## config.mk

```make
export PLATFORM = sky130hd
export DESIGN_NAME = lfsr_dissolve_tile_address_generator_flat
export DESIGN_NICKNAME = d
export VERILOG_FILES = /design/src/design/ldt_pkg.sv /design/src/design/ldt_intf.sv /design/src/design/lfsr_dissolve_tile_address_generator.sv /design/src/design/ldt_front.sv /design/src/design/ldt_queue.sv /design/src/design/ldt_back.sv /design/src/flat_wrapper.sv
export SDC_FILE = /design/constraint.sdc
export NUM_CORES = 1
export LEC_CHECK = 0
export BUFFER_PORTS_ARGS = -buffer_cell sky130_fd_sc_hd__buf_2
export CELL_PAD_IN_SITES_DETAIL_PLACEMENT = 1
export CELL_PAD_IN_SITES_GLOBAL_PLACEMENT = 2
export CORE_MARGIN = 4
export CORE_UTILIZATION = 47
export DETAILED_ROUTE_END_ITERATION = 7
export PLACE_DENSITY_LB_ADDON = 0.08
export SYNTH_ARGS = -nofsm -noshare
export SYNTH_HDL_FRONTEND = slang
export SYNTH_SLANG_ARGS = --single-unit
```

## constraint.sdc

```tcl
create_clock -name clk_i -period 10.15 [get_ports clk_i]
set_input_delay 1.015 -clock clk_i [delete_from_list [all_inputs] [get_ports clk_i]]
set_output_delay 1.015 -clock clk_i [all_outputs]
set_load 0.02 [all_outputs]
```

## src/design/ldt_pkg.sv

```systemverilog
// Package for the LFSR dissolve tile address generator.
// Holds shared constants, the command type passed from front to back, and the LFSR step.
// No dependencies.
package ldt_pkg;

  localparam int LfsrW   = 10;
  localparam int SeedW   = 9;
  localparam int CountW  = 7;
  localparam int AddrW   = 10;
  localparam int CfgIdxW = 2;
  localparam int CfgDatW = 10;

  localparam logic [LfsrW-1:0]  TapMask     = 10'h240;
  localparam int                MaxTiles    = 64;
  localparam int                StepBound   = 1024;
  localparam int                QueueDepth  = 2;

  localparam logic [SeedW-1:0]  SeedReset   = 9'd1;
  localparam logic [CountW-1:0] TilesReset  = 7'd7;
  localparam logic [LfsrW-1:0]  LimitReset  = 10'd600;

  localparam int GridColumnsDefault = 30;
  localparam int RowPitchDefault    = 32;

  typedef enum logic [CfgIdxW-1:0] {
    CFG_START_SEED     = 2'd0,
    CFG_TILES_PER_TICK = 2'd1,
    CFG_CELL_LIMIT     = 2'd2
  } ldt_cfg_idx_e;

  typedef enum logic {
    OP_TICK    = 1'b0,
    OP_RESTART = 1'b1
  } ldt_op_e;

  typedef struct packed {
    ldt_op_e           op;
    logic [SeedW-1:0]  seed;
    logic [CountW-1:0] count;   // saturated to MaxTiles
    logic [LfsrW-1:0]  limit;   // never zero
  } ldt_cmd_t;

  // Galois LFSR, shift right, taps folded in on a carry out of bit 0
  function automatic logic [LfsrW-1:0] ldt_lfsr_next(input logic [LfsrW-1:0] v);
    logic [LfsrW-1:0] s;
    s = {1'b0, v[LfsrW-1:1]};
    if (v[0]) begin
      s = s ^ TapMask;
    end
    return s;
  endfunction

endpackage

```

## src/design/ldt_intf.sv

```systemverilog
// Handshake channel interfaces: command input, tile address output, register write.
// Depends on ldt_pkg.
interface ldt_in_if;
  import ldt_pkg::*;
  logic valid;
  logic ready;
  logic restart;
  modport source (output valid, output restart, input ready);
  modport sink   (input valid, input restart, output ready);
endinterface

interface ldt_out_if;
  import ldt_pkg::*;
  logic             valid;
  logic             ready;
  logic [AddrW-1:0] map_address;
  logic             done_res;
  logic             last;
  modport source (output valid, output map_address, output done_res, output last, input ready);
  modport sink   (input valid, input map_address, input done_res, input last, output ready);
endinterface

interface ldt_cfg_if;
  import ldt_pkg::*;
  logic               valid;
  logic               ready;
  logic [CfgIdxW-1:0] index;
  logic [CfgDatW-1:0] data;
  modport source (output valid, output index, output data, input ready);
  modport sink   (input valid, input index, input data, output ready);
endinterface

```

## src/design/lfsr_dissolve_tile_address_generator.sv

```systemverilog
// Top level of the LFSR dissolve tile address generator.
// Depends on ldt_pkg, ldt_intf, ldt_front, ldt_queue and ldt_back.
//
//  channel   | dir | payload                              | transfer when
//  ----------+-----+--------------------------------------+------------------
//  in_ch_i   | in  | restart                              | valid && ready
//  out_ch_o  | out | map_address, done_res, last          | valid && ready
//  cfg_ch_i  | in  | index (0 seed, 1 tiles, 2 limit), data | valid && ready
//
// A restart, an idle tick or a zero-tile tick is retired in ST_IDLE when popped.
// A live tick is popped in ST_IDLE; then per tile the back end takes 1 to 1024 LFSR
// steps in ST_STEP (set by the single-step LFSR loop), the reciprocal divide in ST_DIV
// and the address sum in ST_ADDR; a full output register holds ST_ADDR per tile.
// Reset (async, active low) restores the register defaults, empties the queue,
// disarms the generator and clears the LFSR. Config writes always complete.
// The two-entry queue keeps taking input, until it fills, while the back end stalls on out_ch_o.
module lfsr_dissolve_tile_address_generator #(
  parameter int GRID_COLUMNS = ldt_pkg::GridColumnsDefault,
  parameter int ROW_PITCH    = ldt_pkg::RowPitchDefault
) (
  input  logic      clk_i,
  input  logic      rst_ni,
  ldt_in_if.sink    in_ch_i,
  ldt_cfg_if.sink   cfg_ch_i,
  ldt_out_if.source out_ch_o
);
  import ldt_pkg::*;

  // front -> queue
  logic     push;
  logic     queue_full;
  ldt_cmd_t push_cmd;

  // queue -> back
  logic     head_valid;
  logic     head_pop;
  ldt_cmd_t head_cmd;

  ldt_front u_front (
    .clk_i        (clk_i),
    .rst_ni       (rst_ni),
    .in_i         (in_ch_i),
    .cfg_i        (cfg_ch_i),
    .queue_full_i (queue_full),
    .push_o       (push),
    .cmd_o        (push_cmd)
  );

  ldt_queue u_queue (
    .clk_i   (clk_i),
    .rst_ni  (rst_ni),
    .push_i  (push),
    .cmd_i   (push_cmd),
    .full_o  (queue_full),
    .pop_i   (head_pop),
    .valid_o (head_valid),
    .head_o  (head_cmd)
  );

  // back end owns the LFSR, armed flag and the output register
  ldt_back #(
    .GRID_COLUMNS (GRID_COLUMNS),
    .ROW_PITCH    (ROW_PITCH)
  ) u_back (
    .clk_i       (clk_i),
    .rst_ni      (rst_ni),
    .cmd_valid_i (head_valid),
    .cmd_i       (head_cmd),
    .cmd_pop_o   (head_pop),
    .out_o       (out_ch_o)
  );

endmodule

```

## src/design/ldt_front.sv

```systemverilog
// Front end: register file and input classification into queue commands.
// Depends on ldt_pkg and ldt_intf.
module ldt_front (
  input  logic              clk_i,
  input  logic              rst_ni,
  ldt_in_if.sink            in_i,
  ldt_cfg_if.sink           cfg_i,
  input  logic              queue_full_i,
  output logic              push_o,
  output ldt_pkg::ldt_cmd_t cmd_o
);
  import ldt_pkg::*;

  logic [SeedW-1:0]  seed_q, seed_d;
  logic [CountW-1:0] tiles_q, tiles_d;
  logic [LfsrW-1:0]  limit_q, limit_d;

  assign cfg_i.ready = 1'b1;

  always_comb begin
    seed_d  = seed_q;
    tiles_d = tiles_q;
    limit_d = limit_q;
    if (cfg_i.valid) begin
      case (ldt_cfg_idx_e'(cfg_i.index))
        CFG_START_SEED:     seed_d  = cfg_i.data[SeedW-1:0];
        CFG_TILES_PER_TICK: tiles_d = cfg_i.data[CountW-1:0];
        CFG_CELL_LIMIT:     limit_d = cfg_i.data[LfsrW-1:0];
        default: ;
      endcase
    end
  end

  always_ff @(posedge clk_i or negedge rst_ni) begin
    if (!rst_ni) begin
      seed_q  <= SeedReset;
      tiles_q <= TilesReset;
      limit_q <= LimitReset;
    end else begin
      seed_q  <= seed_d;
      tiles_q <= tiles_d;
      limit_q <= limit_d;
    end
  end

  assign in_i.ready = !queue_full_i;
  assign push_o     = in_i.valid && !queue_full_i;

  always_comb begin
    cmd_o.op    = in_i.restart ? OP_RESTART : OP_TICK;
    cmd_o.seed  = seed_q;
    cmd_o.count = (tiles_q > CountW'(MaxTiles)) ? CountW'(MaxTiles) : tiles_q;
    cmd_o.limit = (limit_q == '0) ? LfsrW'(1) : limit_q;
  end

endmodule

```

## src/design/ldt_queue.sv

```systemverilog
// Short command queue between front and back.
// Depends on ldt_pkg.
module ldt_queue (
  input  logic              clk_i,
  input  logic              rst_ni,
  input  logic              push_i,
  input  ldt_pkg::ldt_cmd_t cmd_i,
  output logic              full_o,
  input  logic              pop_i,
  output logic              valid_o,
  output ldt_pkg::ldt_cmd_t head_o
);
  import ldt_pkg::*;

  localparam int PtrW = (QueueDepth > 1) ? $clog2(QueueDepth) : 1;
  localparam int CntW = $clog2(QueueDepth + 1);

  ldt_cmd_t        mem_q [QueueDepth];
  logic [PtrW-1:0] wr_q, wr_d, rd_q, rd_d;
  logic [CntW-1:0] cnt_q, cnt_d;
  logic            do_pop;

  assign full_o  = (cnt_q == CntW'(QueueDepth));
  assign valid_o = (cnt_q != '0);
  assign head_o  = mem_q[rd_q];
  assign do_pop  = pop_i && valid_o;

  function automatic logic [PtrW-1:0] ptr_inc(input logic [PtrW-1:0] p);
    return (p == PtrW'(QueueDepth - 1)) ? '0 : p + PtrW'(1);
  endfunction

  always_comb begin
    wr_d  = push_i ? ptr_inc(wr_q) : wr_q;
    rd_d  = do_pop ? ptr_inc(rd_q) : rd_q;
    cnt_d = cnt_q + CntW'(push_i) - CntW'(do_pop);
  end

  always_ff @(posedge clk_i) begin
    if (push_i) begin
      mem_q[wr_q] <= cmd_i;
    end
  end

  always_ff @(posedge clk_i or negedge rst_ni) begin
    if (!rst_ni) begin
      wr_q  <= '0;
      rd_q  <= '0;
      cnt_q <= '0;
    end else begin
      wr_q  <= wr_d;
      rd_q  <= rd_d;
      cnt_q <= cnt_d;
    end
  end

endmodule

```

## src/design/ldt_back.sv

```systemverilog
// Back end: LFSR rejection stepping, cell to address mapping, output register.
// Depends on ldt_pkg and ldt_intf.
module ldt_back #(
  parameter int GRID_COLUMNS = ldt_pkg::GridColumnsDefault,
  parameter int ROW_PITCH    = ldt_pkg::RowPitchDefault
) (
  input  logic              clk_i,
  input  logic              rst_ni,
  input  logic              cmd_valid_i,
  input  ldt_pkg::ldt_cmd_t cmd_i,
  output logic              cmd_pop_o,
  ldt_out_if.source         out_o
);
  import ldt_pkg::*;

  // j div GRID_COLUMNS by reciprocal; exact for every 10-bit j with the default GRID_COLUMNS
  localparam int               DivShift = 16;
  localparam int               RecipW   = DivShift + 1;
  localparam int               ProdW    = LfsrW + RecipW;
  localparam logic [RecipW-1:0] Recip   =
    RecipW'(((1 << DivShift) + GRID_COLUMNS - 1) / GRID_COLUMNS);
  localparam int StepW = $clog2(StepBound + 1);
  localparam int SumW  = 2 * LfsrW;

  typedef enum logic [3:0] {
    ST_IDLE = 4'b0001,
    ST_STEP = 4'b0010,
    ST_DIV  = 4'b0100,
    ST_ADDR = 4'b1000
  } ldt_state_e;

  ldt_state_e        state_q, state_d;
  logic [LfsrW-1:0]  lfsr_q, lfsr_d;
  logic [SeedW-1:0]  first_q, first_d;
  logic              armed_q, armed_d;
  logic [CountW-1:0] count_q, count_d;
  logic [LfsrW-1:0]  limit_q, limit_d;
  logic [CountW-1:0] tile_q, tile_d;
  logic [StepW-1:0]  steps_q, steps_d;
  logic [LfsrW-1:0]  cell_q, cell_d;
  logic              done_q, done_d;
  logic [LfsrW-1:0]  quot_q, quot_d;
  logic              out_vld_q, out_vld_d;
  logic [AddrW-1:0]  out_addr_q, out_addr_d;
  logic              out_done_q, out_done_d;
  logic              out_last_q, out_last_d;

  logic [LfsrW-1:0]  lfsr_nxt;
  logic [StepW-1:0]  steps_inc;
  logic [CountW-1:0] tile_inc;
  logic [ProdW-1:0]  prod;
  logic [SumW-1:0]   col_prod;
  logic [LfsrW-1:0]  rem;
  logic [SumW-1:0]   addr_full;
  logic              slot_free;
  logic              is_last;

  assign lfsr_nxt  = ldt_lfsr_next(lfsr_q);
  assign steps_inc = steps_q + StepW'(1);
  assign tile_inc  = tile_q + CountW'(1);
  assign prod      = {{RecipW{1'b0}}, cell_q} * {{LfsrW{1'b0}}, Recip};
  assign col_prod  = SumW'(quot_q) * SumW'(GRID_COLUMNS);
  assign rem       = cell_q - col_prod[LfsrW-1:0];
  assign addr_full = SumW'(rem) + SumW'(quot_q) * SumW'(ROW_PITCH);
  assign slot_free = !out_vld_q || out_o.ready;
  assign is_last   = done_q || (tile_inc == count_q);
  assign cmd_pop_o = (state_q == ST_IDLE) && cmd_valid_i;

  assign out_o.valid       = out_vld_q;
  assign out_o.map_address = out_addr_q;
  assign out_o.done_res    = out_done_q;
  assign out_o.last        = out_last_q;

  always_comb begin
    state_d    = state_q;
    lfsr_d     = lfsr_q;
    first_d    = first_q;
    armed_d    = armed_q;
    count_d    = count_q;
    limit_d    = limit_q;
    tile_d     = tile_q;
    steps_d    = steps_q;
    cell_d     = cell_q;
    done_d     = done_q;
    quot_d     = quot_q;
    out_vld_d  = out_vld_q && !out_o.ready;
    out_addr_d = out_addr_q;
    out_done_d = out_done_q;
    out_last_d = out_last_q;

    case (state_q)
      ST_IDLE: begin
        if (cmd_valid_i) begin
          if (cmd_i.op == OP_RESTART) begin
            lfsr_d  = {1'b0, cmd_i.seed};
            first_d = cmd_i.seed;
            armed_d = 1'b1;
          end else if (armed_q && (cmd_i.count != '0)) begin
            count_d = cmd_i.count;
            limit_d = cmd_i.limit;
            tile_d  = '0;
            steps_d = '0;
            state_d = ST_STEP;
          end
        end
      end
      ST_STEP: begin
        lfsr_d  = lfsr_nxt;
        steps_d = steps_inc;
        if ((lfsr_nxt <= limit_q) || (steps_inc == StepW'(StepBound))) begin
          cell_d  = (lfsr_nxt == limit_q) ? '0 : lfsr_nxt;
          done_d  = (lfsr_nxt == {1'b0, first_q});
          state_d = ST_DIV;
        end
      end
      ST_DIV: begin
        quot_d  = prod[DivShift +: LfsrW];
        state_d = ST_ADDR;
      end
      ST_ADDR: begin
        if (slot_free) begin
          out_vld_d  = 1'b1;
          out_addr_d = addr_full[AddrW-1:0];
          out_done_d = done_q;
          out_last_d = is_last;
          tile_d     = tile_inc;
          steps_d    = '0;
          if (done_q) begin
            armed_d = 1'b0;
          end
          state_d = is_last ? ST_IDLE : ST_STEP;
        end
      end
      default: state_d = ST_IDLE;
    endcase
  end

  always_ff @(posedge clk_i or negedge rst_ni) begin
    if (!rst_ni) begin
      state_q   <= ST_IDLE;
      lfsr_q    <= '0;
      first_q   <= '0;
      armed_q   <= 1'b0;
      tile_q    <= '0;
      steps_q   <= '0;
      out_vld_q <= 1'b0;
    end else begin
      state_q   <= state_d;
      lfsr_q    <= lfsr_d;
      first_q   <= first_d;
      armed_q   <= armed_d;
      tile_q    <= tile_d;
      steps_q   <= steps_d;
      out_vld_q <= out_vld_d;
    end
  end

  always_ff @(posedge clk_i) begin
    count_q    <= count_d;
    limit_q    <= limit_d;
    cell_q     <= cell_d;
    done_q     <= done_d;
    quot_q     <= quot_d;
    out_addr_q <= out_addr_d;
    out_done_q <= out_done_d;
    out_last_q <= out_last_d;
  end

`ifndef SYNTHESIS
  a_done_is_last: assert property (@(posedge clk_i) disable iff (!rst_ni)
    out_vld_q && out_done_q |-> out_last_q)
    else $error("done result without last");

  a_done_disarms: assert property (@(posedge clk_i) disable iff (!rst_ni)
    (state_q == ST_ADDR) && slot_free && done_q |=> !armed_q && (state_q == ST_IDLE))
    else $error("block still armed after done result");

  a_tile_in_range: assert property (@(posedge clk_i) disable iff (!rst_ni)
    (state_q == ST_STEP) |-> (tile_q < count_q))
    else $error("tile index past tick count");

  a_step_bound: assert property (@(posedge clk_i) disable iff (!rst_ni)
    (state_q == ST_STEP) |-> (steps_q < StepW'(StepBound)))
    else $error("LFSR step count past bound");
`endif

endmodule

```

## src/flat_wrapper.sv

```systemverilog
// flat-port wrapper written by rule: the top's interface ports become plain ports
module lfsr_dissolve_tile_address_generator_flat import ldt_pkg::*;
#(
  parameter int GRID_COLUMNS = ldt_pkg::GridColumnsDefault,
  parameter int ROW_PITCH    = ldt_pkg::RowPitchDefault
)
  (clk_i, rst_ni, in_ch_i_valid, in_ch_i_restart, in_ch_i_ready, cfg_ch_i_valid, cfg_ch_i_index, cfg_ch_i_data, cfg_ch_i_ready, out_ch_o_valid, out_ch_o_map_address, out_ch_o_done_res, out_ch_o_last, out_ch_o_ready);
  ldt_in_if in_ch_i_i ();
  ldt_cfg_if cfg_ch_i_i ();
  ldt_out_if out_ch_o_i ();
  input  logic clk_i;
  input  logic rst_ni;
  input wire logic [$bits(in_ch_i_i.valid)-1:0] in_ch_i_valid;
  input wire logic [$bits(in_ch_i_i.restart)-1:0] in_ch_i_restart;
  output wire logic [$bits(in_ch_i_i.ready)-1:0] in_ch_i_ready;
  input wire logic [$bits(cfg_ch_i_i.valid)-1:0] cfg_ch_i_valid;
  input wire logic [$bits(cfg_ch_i_i.index)-1:0] cfg_ch_i_index;
  input wire logic [$bits(cfg_ch_i_i.data)-1:0] cfg_ch_i_data;
  output wire logic [$bits(cfg_ch_i_i.ready)-1:0] cfg_ch_i_ready;
  output wire logic [$bits(out_ch_o_i.valid)-1:0] out_ch_o_valid;
  output wire logic [$bits(out_ch_o_i.map_address)-1:0] out_ch_o_map_address;
  output wire logic [$bits(out_ch_o_i.done_res)-1:0] out_ch_o_done_res;
  output wire logic [$bits(out_ch_o_i.last)-1:0] out_ch_o_last;
  input wire logic [$bits(out_ch_o_i.ready)-1:0] out_ch_o_ready;
  assign in_ch_i_i.valid = in_ch_i_valid;
  assign in_ch_i_i.restart = in_ch_i_restart;
  assign in_ch_i_ready = in_ch_i_i.ready;
  assign cfg_ch_i_i.valid = cfg_ch_i_valid;
  assign cfg_ch_i_i.index = cfg_ch_i_index;
  assign cfg_ch_i_i.data = cfg_ch_i_data;
  assign cfg_ch_i_ready = cfg_ch_i_i.ready;
  assign out_ch_o_valid = out_ch_o_i.valid;
  assign out_ch_o_map_address = out_ch_o_i.map_address;
  assign out_ch_o_done_res = out_ch_o_i.done_res;
  assign out_ch_o_last = out_ch_o_i.last;
  assign out_ch_o_i.ready = out_ch_o_ready;
  lfsr_dissolve_tile_address_generator #(.GRID_COLUMNS(GRID_COLUMNS), .ROW_PITCH(ROW_PITCH)) u_core (.clk_i(clk_i), .rst_ni(rst_ni), .in_ch_i(in_ch_i_i), .cfg_ch_i(cfg_ch_i_i), .out_ch_o(out_ch_o_i));
endmodule
```

==> impl_results.md <==
- # Post-CTS Setup Buffers: 0
- Syn Area/Cell: roughly 12 sq um
- Synth Area in Simple Gates: 9.04%
- DIE WIDTH: around 150 um
- Fin nets: between 900 and 1k
- Core box area: 19000 sq um
- Vias in the first global route: roughly 6.3k
- Flops & latches, synth: between 150 and 200
- Largest net degree at the start of global routing: 74
- Crit. End Element: flop
- Ys async rst share: a little over two fifths
- Root Buffer: clkbuf_16
- DP HPWL: 14700 um
- TritonRoute pass-1 iters: 4
- RePlAce Congestion: 0.847
- Starting density of the core: a little under 50%
- Hold-fix buffers, CTS: 0
- Post-layout util: 54.0%
- Clk slew on worst S/H paths: 70 ps
- Peak supply drop: approximately 150 uV
- Final ANT Viol Nets: 0
- Inserted Clock Buffers: 17
- Die height: 148 um
- Cell Pwr Density: ~300 nW/um^2
- Final Max Slew Viols: 0
- Post-synthesis mux area share: ~6.6%
- Syn_nets: slightly below 900
- Setup TNS: 0 ps
- CTS tree: done
- Fmax: approximately 230 MHz
- Hold Vio Cnt, Final: 0
- Area growth from synthesis to layout: 11.4%
- Worst Path Arrival: ~4500 ps
- Worst-path fanout max: 4
- Fillers: 1998
- Num Clock Sinks: approximately 170
- Leak: between 0.004 and 0.005 uW
- Fin crit period: 4320 ps
- Xor/xnor share of the synthesized area: under 10%
- DP Area: just under 10000 sq um
- Iteration-0 DRC Markers: approximately 190
- WHS Path Cells: 0
- Pwr Total: 3120 uW
- Setup crit end: u_core.u_back.out_o.map_address[9]
- Final Instance Area: 10300 sq um
- Total Routed Length: about 20000 um
- Total Routing Usage GR: between 10% and 20%
- Setup-failing EPs final: 0
- Status: completed
- Worst-Skew Late Latency: between 400 and 500 ps
- I/O pin cnt: 33
- Worst reg2reg setup slack: between 5000 and 6000 ps
- Reg2reg end: u_core.u_back.out_o.map_address[9]
- Slew @ Worst Pin: between 1000 and 1500 ps
- Max_slew headroom: between 15 and 20%
- Most common flop cell mapped by yosys: edfxtp_1
- Sequential area share after synthesis: approximately 53%
- Residual DRC count: 0
- Post-synthesis adder-cell area fraction: between 15 and 20%
- FF+latch area: between 4000 and 5000 sq um
- Worst Setup Start Kind: flop
- Period utilisation layout: ~43%
- First-pass GRT wire length: 32900 um
- CP Class: reg -> reg
- Multi-input gate area: ~3900 sq um
- Main combinational cell family by area after synthesis: adder cells
- Yosys warns: 0
- Std cell rows: 50
- RSZ-0062 raised after global routing: no
- Worst Reg-to-Reg Cells: 13
- Via Count: approximately 5.7k
- Initial antenna violation count: 0
- Synth unique cells: 60
- Critical Path RT: slightly above 10000 ps
- Clock tree buffer depth: 2
- Worst setup path start: u_core.u_back.quot_q[3]
- Hold Path Class: reg -> reg
- Gr ovfl total: 0
- Die footprint: roughly 22000 sq um
- H-tree Lvls: 4
- Critical R2R Launch: u_core.u_back.quot_q[3]
- IO buf count: 31
- Vias/cell: ~5.3
- Worst clock skew: ~16 ps
- Mapped Cells: 762
- Max_cap viols: 0
- Mapped Area: just over 9000 sq um
- Layout cells sized above 1: 16.1%
- Post-synthesis compound-gate area fraction: ~7.7%
- Ant diodes: 0
- Wire per inst: between 15 and 20 um
- Post-CTS Resized: 0
- Post-synth EDFFs: 100
==> cells by family (layout without fill, tap and decap cells) <==
group | Yosys count | in the layout
mux | 55 | 55
fa+ha+maj | 99 | 99
other cells | 1 | 1
flops | 173 | 173
xor+xnor | 45 | 45
buf+inv | 108 | 151
compound gates | 116 | 116
simple gates | 165 | 165
==> flip-flops by register name, summed over array words and instances (netlist names), 9 cells and up <==
signal,cells
u_core.u_back.limit_q,10
u_core.u_back.cell_q,10
u_core.u_front.limit_q,10
u_core.u_back.out_o.map_address,10
u_core.u_queue.mem_q,54
u_core.u_back.first_q,9
u_core.u_back.lfsr_q,10
u_core.u_back.steps_q,11
u_core.u_front.seed_q,9
==> synthesized netlist by cell type (3+ instances only) <==
master    count  share of area, %
o21ai_1      15              0.81
nor4_1        6              0.41
nor2b_1      16               1.1
edfxtp_1    100                33
mux2i_1      12               1.3
and3_1        8              0.54
o21bai_1      4              0.33
buf_2         5              0.27
a21oi_1      42               2.3
nand2_1      32               1.3
nand2b_1     10              0.68
nor2_1       47               1.9
xor2_1       14               1.3
fa_1         21               4.6
clkbuf_1     20              0.81
dfrtp_1      64                17
and2_1        3              0.20
nor3_1        6              0.33
dfstp_2       9               2.6
a21o_1        7              0.57
o21a_1        5              0.41
xnor2_1      31               2.9
a31oi_1       5              0.34
inv_1        79               3.2
nand4_1      11              0.75
nand3_1      14              0.76
ha_1         78                11
mux2_2       43               5.3
o21ai_0      15              0.81
==> placed cells by master (no fill, tap or decap), drive strengths merged, types with 3 or more instances in the layout <==
cell type	instances
nand3	14
xnor2	31
ha	78
nand4	11
dfrtp	64
buf	39
and2	3
and3	9
mux2	43
mux2i	12
o21bai	4
clkinv	3
nand2b	10
nand2	32
xor2	14
clkbuf	17
a31oi	5
o21ai	30
edfxtp	100
nor2	47
o21a	5
fa	21
nor2b	16
inv	92
nor3	7
nor4	6
dfstp	9
a21o	7
a21oi	42
==> through the flow <==
step,worst slack (ps),hold slack [ps],instances
final,5830,483,1065
after global routing,5640,506,1065
after CTS,5810,486,1065
after detailed placement,5830,459,1033
after global placement,5970,444,1033
after floorplan,6130,438,762
==> power breakdown <==
part           total [uW]  switching, uW  internal (uW)
Combinational        1270            738            530
Sequential           1170            141           1030
Clock                 684            336            348
==> worst max-delay path, cell delays in order (launching register included) <==
cell      delay [ps]
edfxtp_1         520
inv_1            210
fa_1             470
fa_1             530
inv_1             50
ha_1             330
a21oi_1          220
o21bai_1          90
a21oi_1          170
xor2_1           200
fa_1             450
ha_1             250
o41a_1           440
xnor2_1          140
==> area by class of cell <==
| cell class | instances | share of cell area (%) |
|---|---|---|
| clock buffer | 17 | 4.14 |
| multi-input combinational | 481 | 38.4 |
| timing repair buffer | 39 | 2.12 |
| clock inverter | 15 | 2.06 |
| sequential | 173 | 47.1 |
| tap | 260 | 3.17 |
| inverter | 80 | 2.92 |
==> routing by layer <==
metal / part of all wire, % / track usage, % / up-vias / wire, um
met3: 1.8 / 3.10 / 13 / 354
met1: 45 / 24.6 / 2881 / 8730
met5: 0 / 0 / - / 0
li1: - / - / 2733 / -
met2: 53 / 34.2 / 55 / 10300
met4: 0.90 / 4.20 / 0 / 176
==> worst min path at each step <==
stage / from / end / slack [ps]
2_1_floorplan: u_core.u_front.seed_q[1] / u_core.u_queue.mem_q[0][18] / 440
3_3_place_gp: u_core.u_front.seed_q[4] / u_core.u_queue.mem_q[0][21] / 440
3_5_place_dp: u_core.u_front.seed_q[4] / u_core.u_queue.mem_q[1][21] / 460
4_1_cts: u_core.u_front.seed_q[5] / u_core.u_queue.mem_q[1][22] / 490
5_1_grt: u_core.u_front.seed_q[4] / u_core.u_queue.mem_q[0][21] / 510
6_report: u_core.u_front.seed_q[5] / u_core.u_queue.mem_q[0][22] / 480
(Power assumes the default switching activity.)
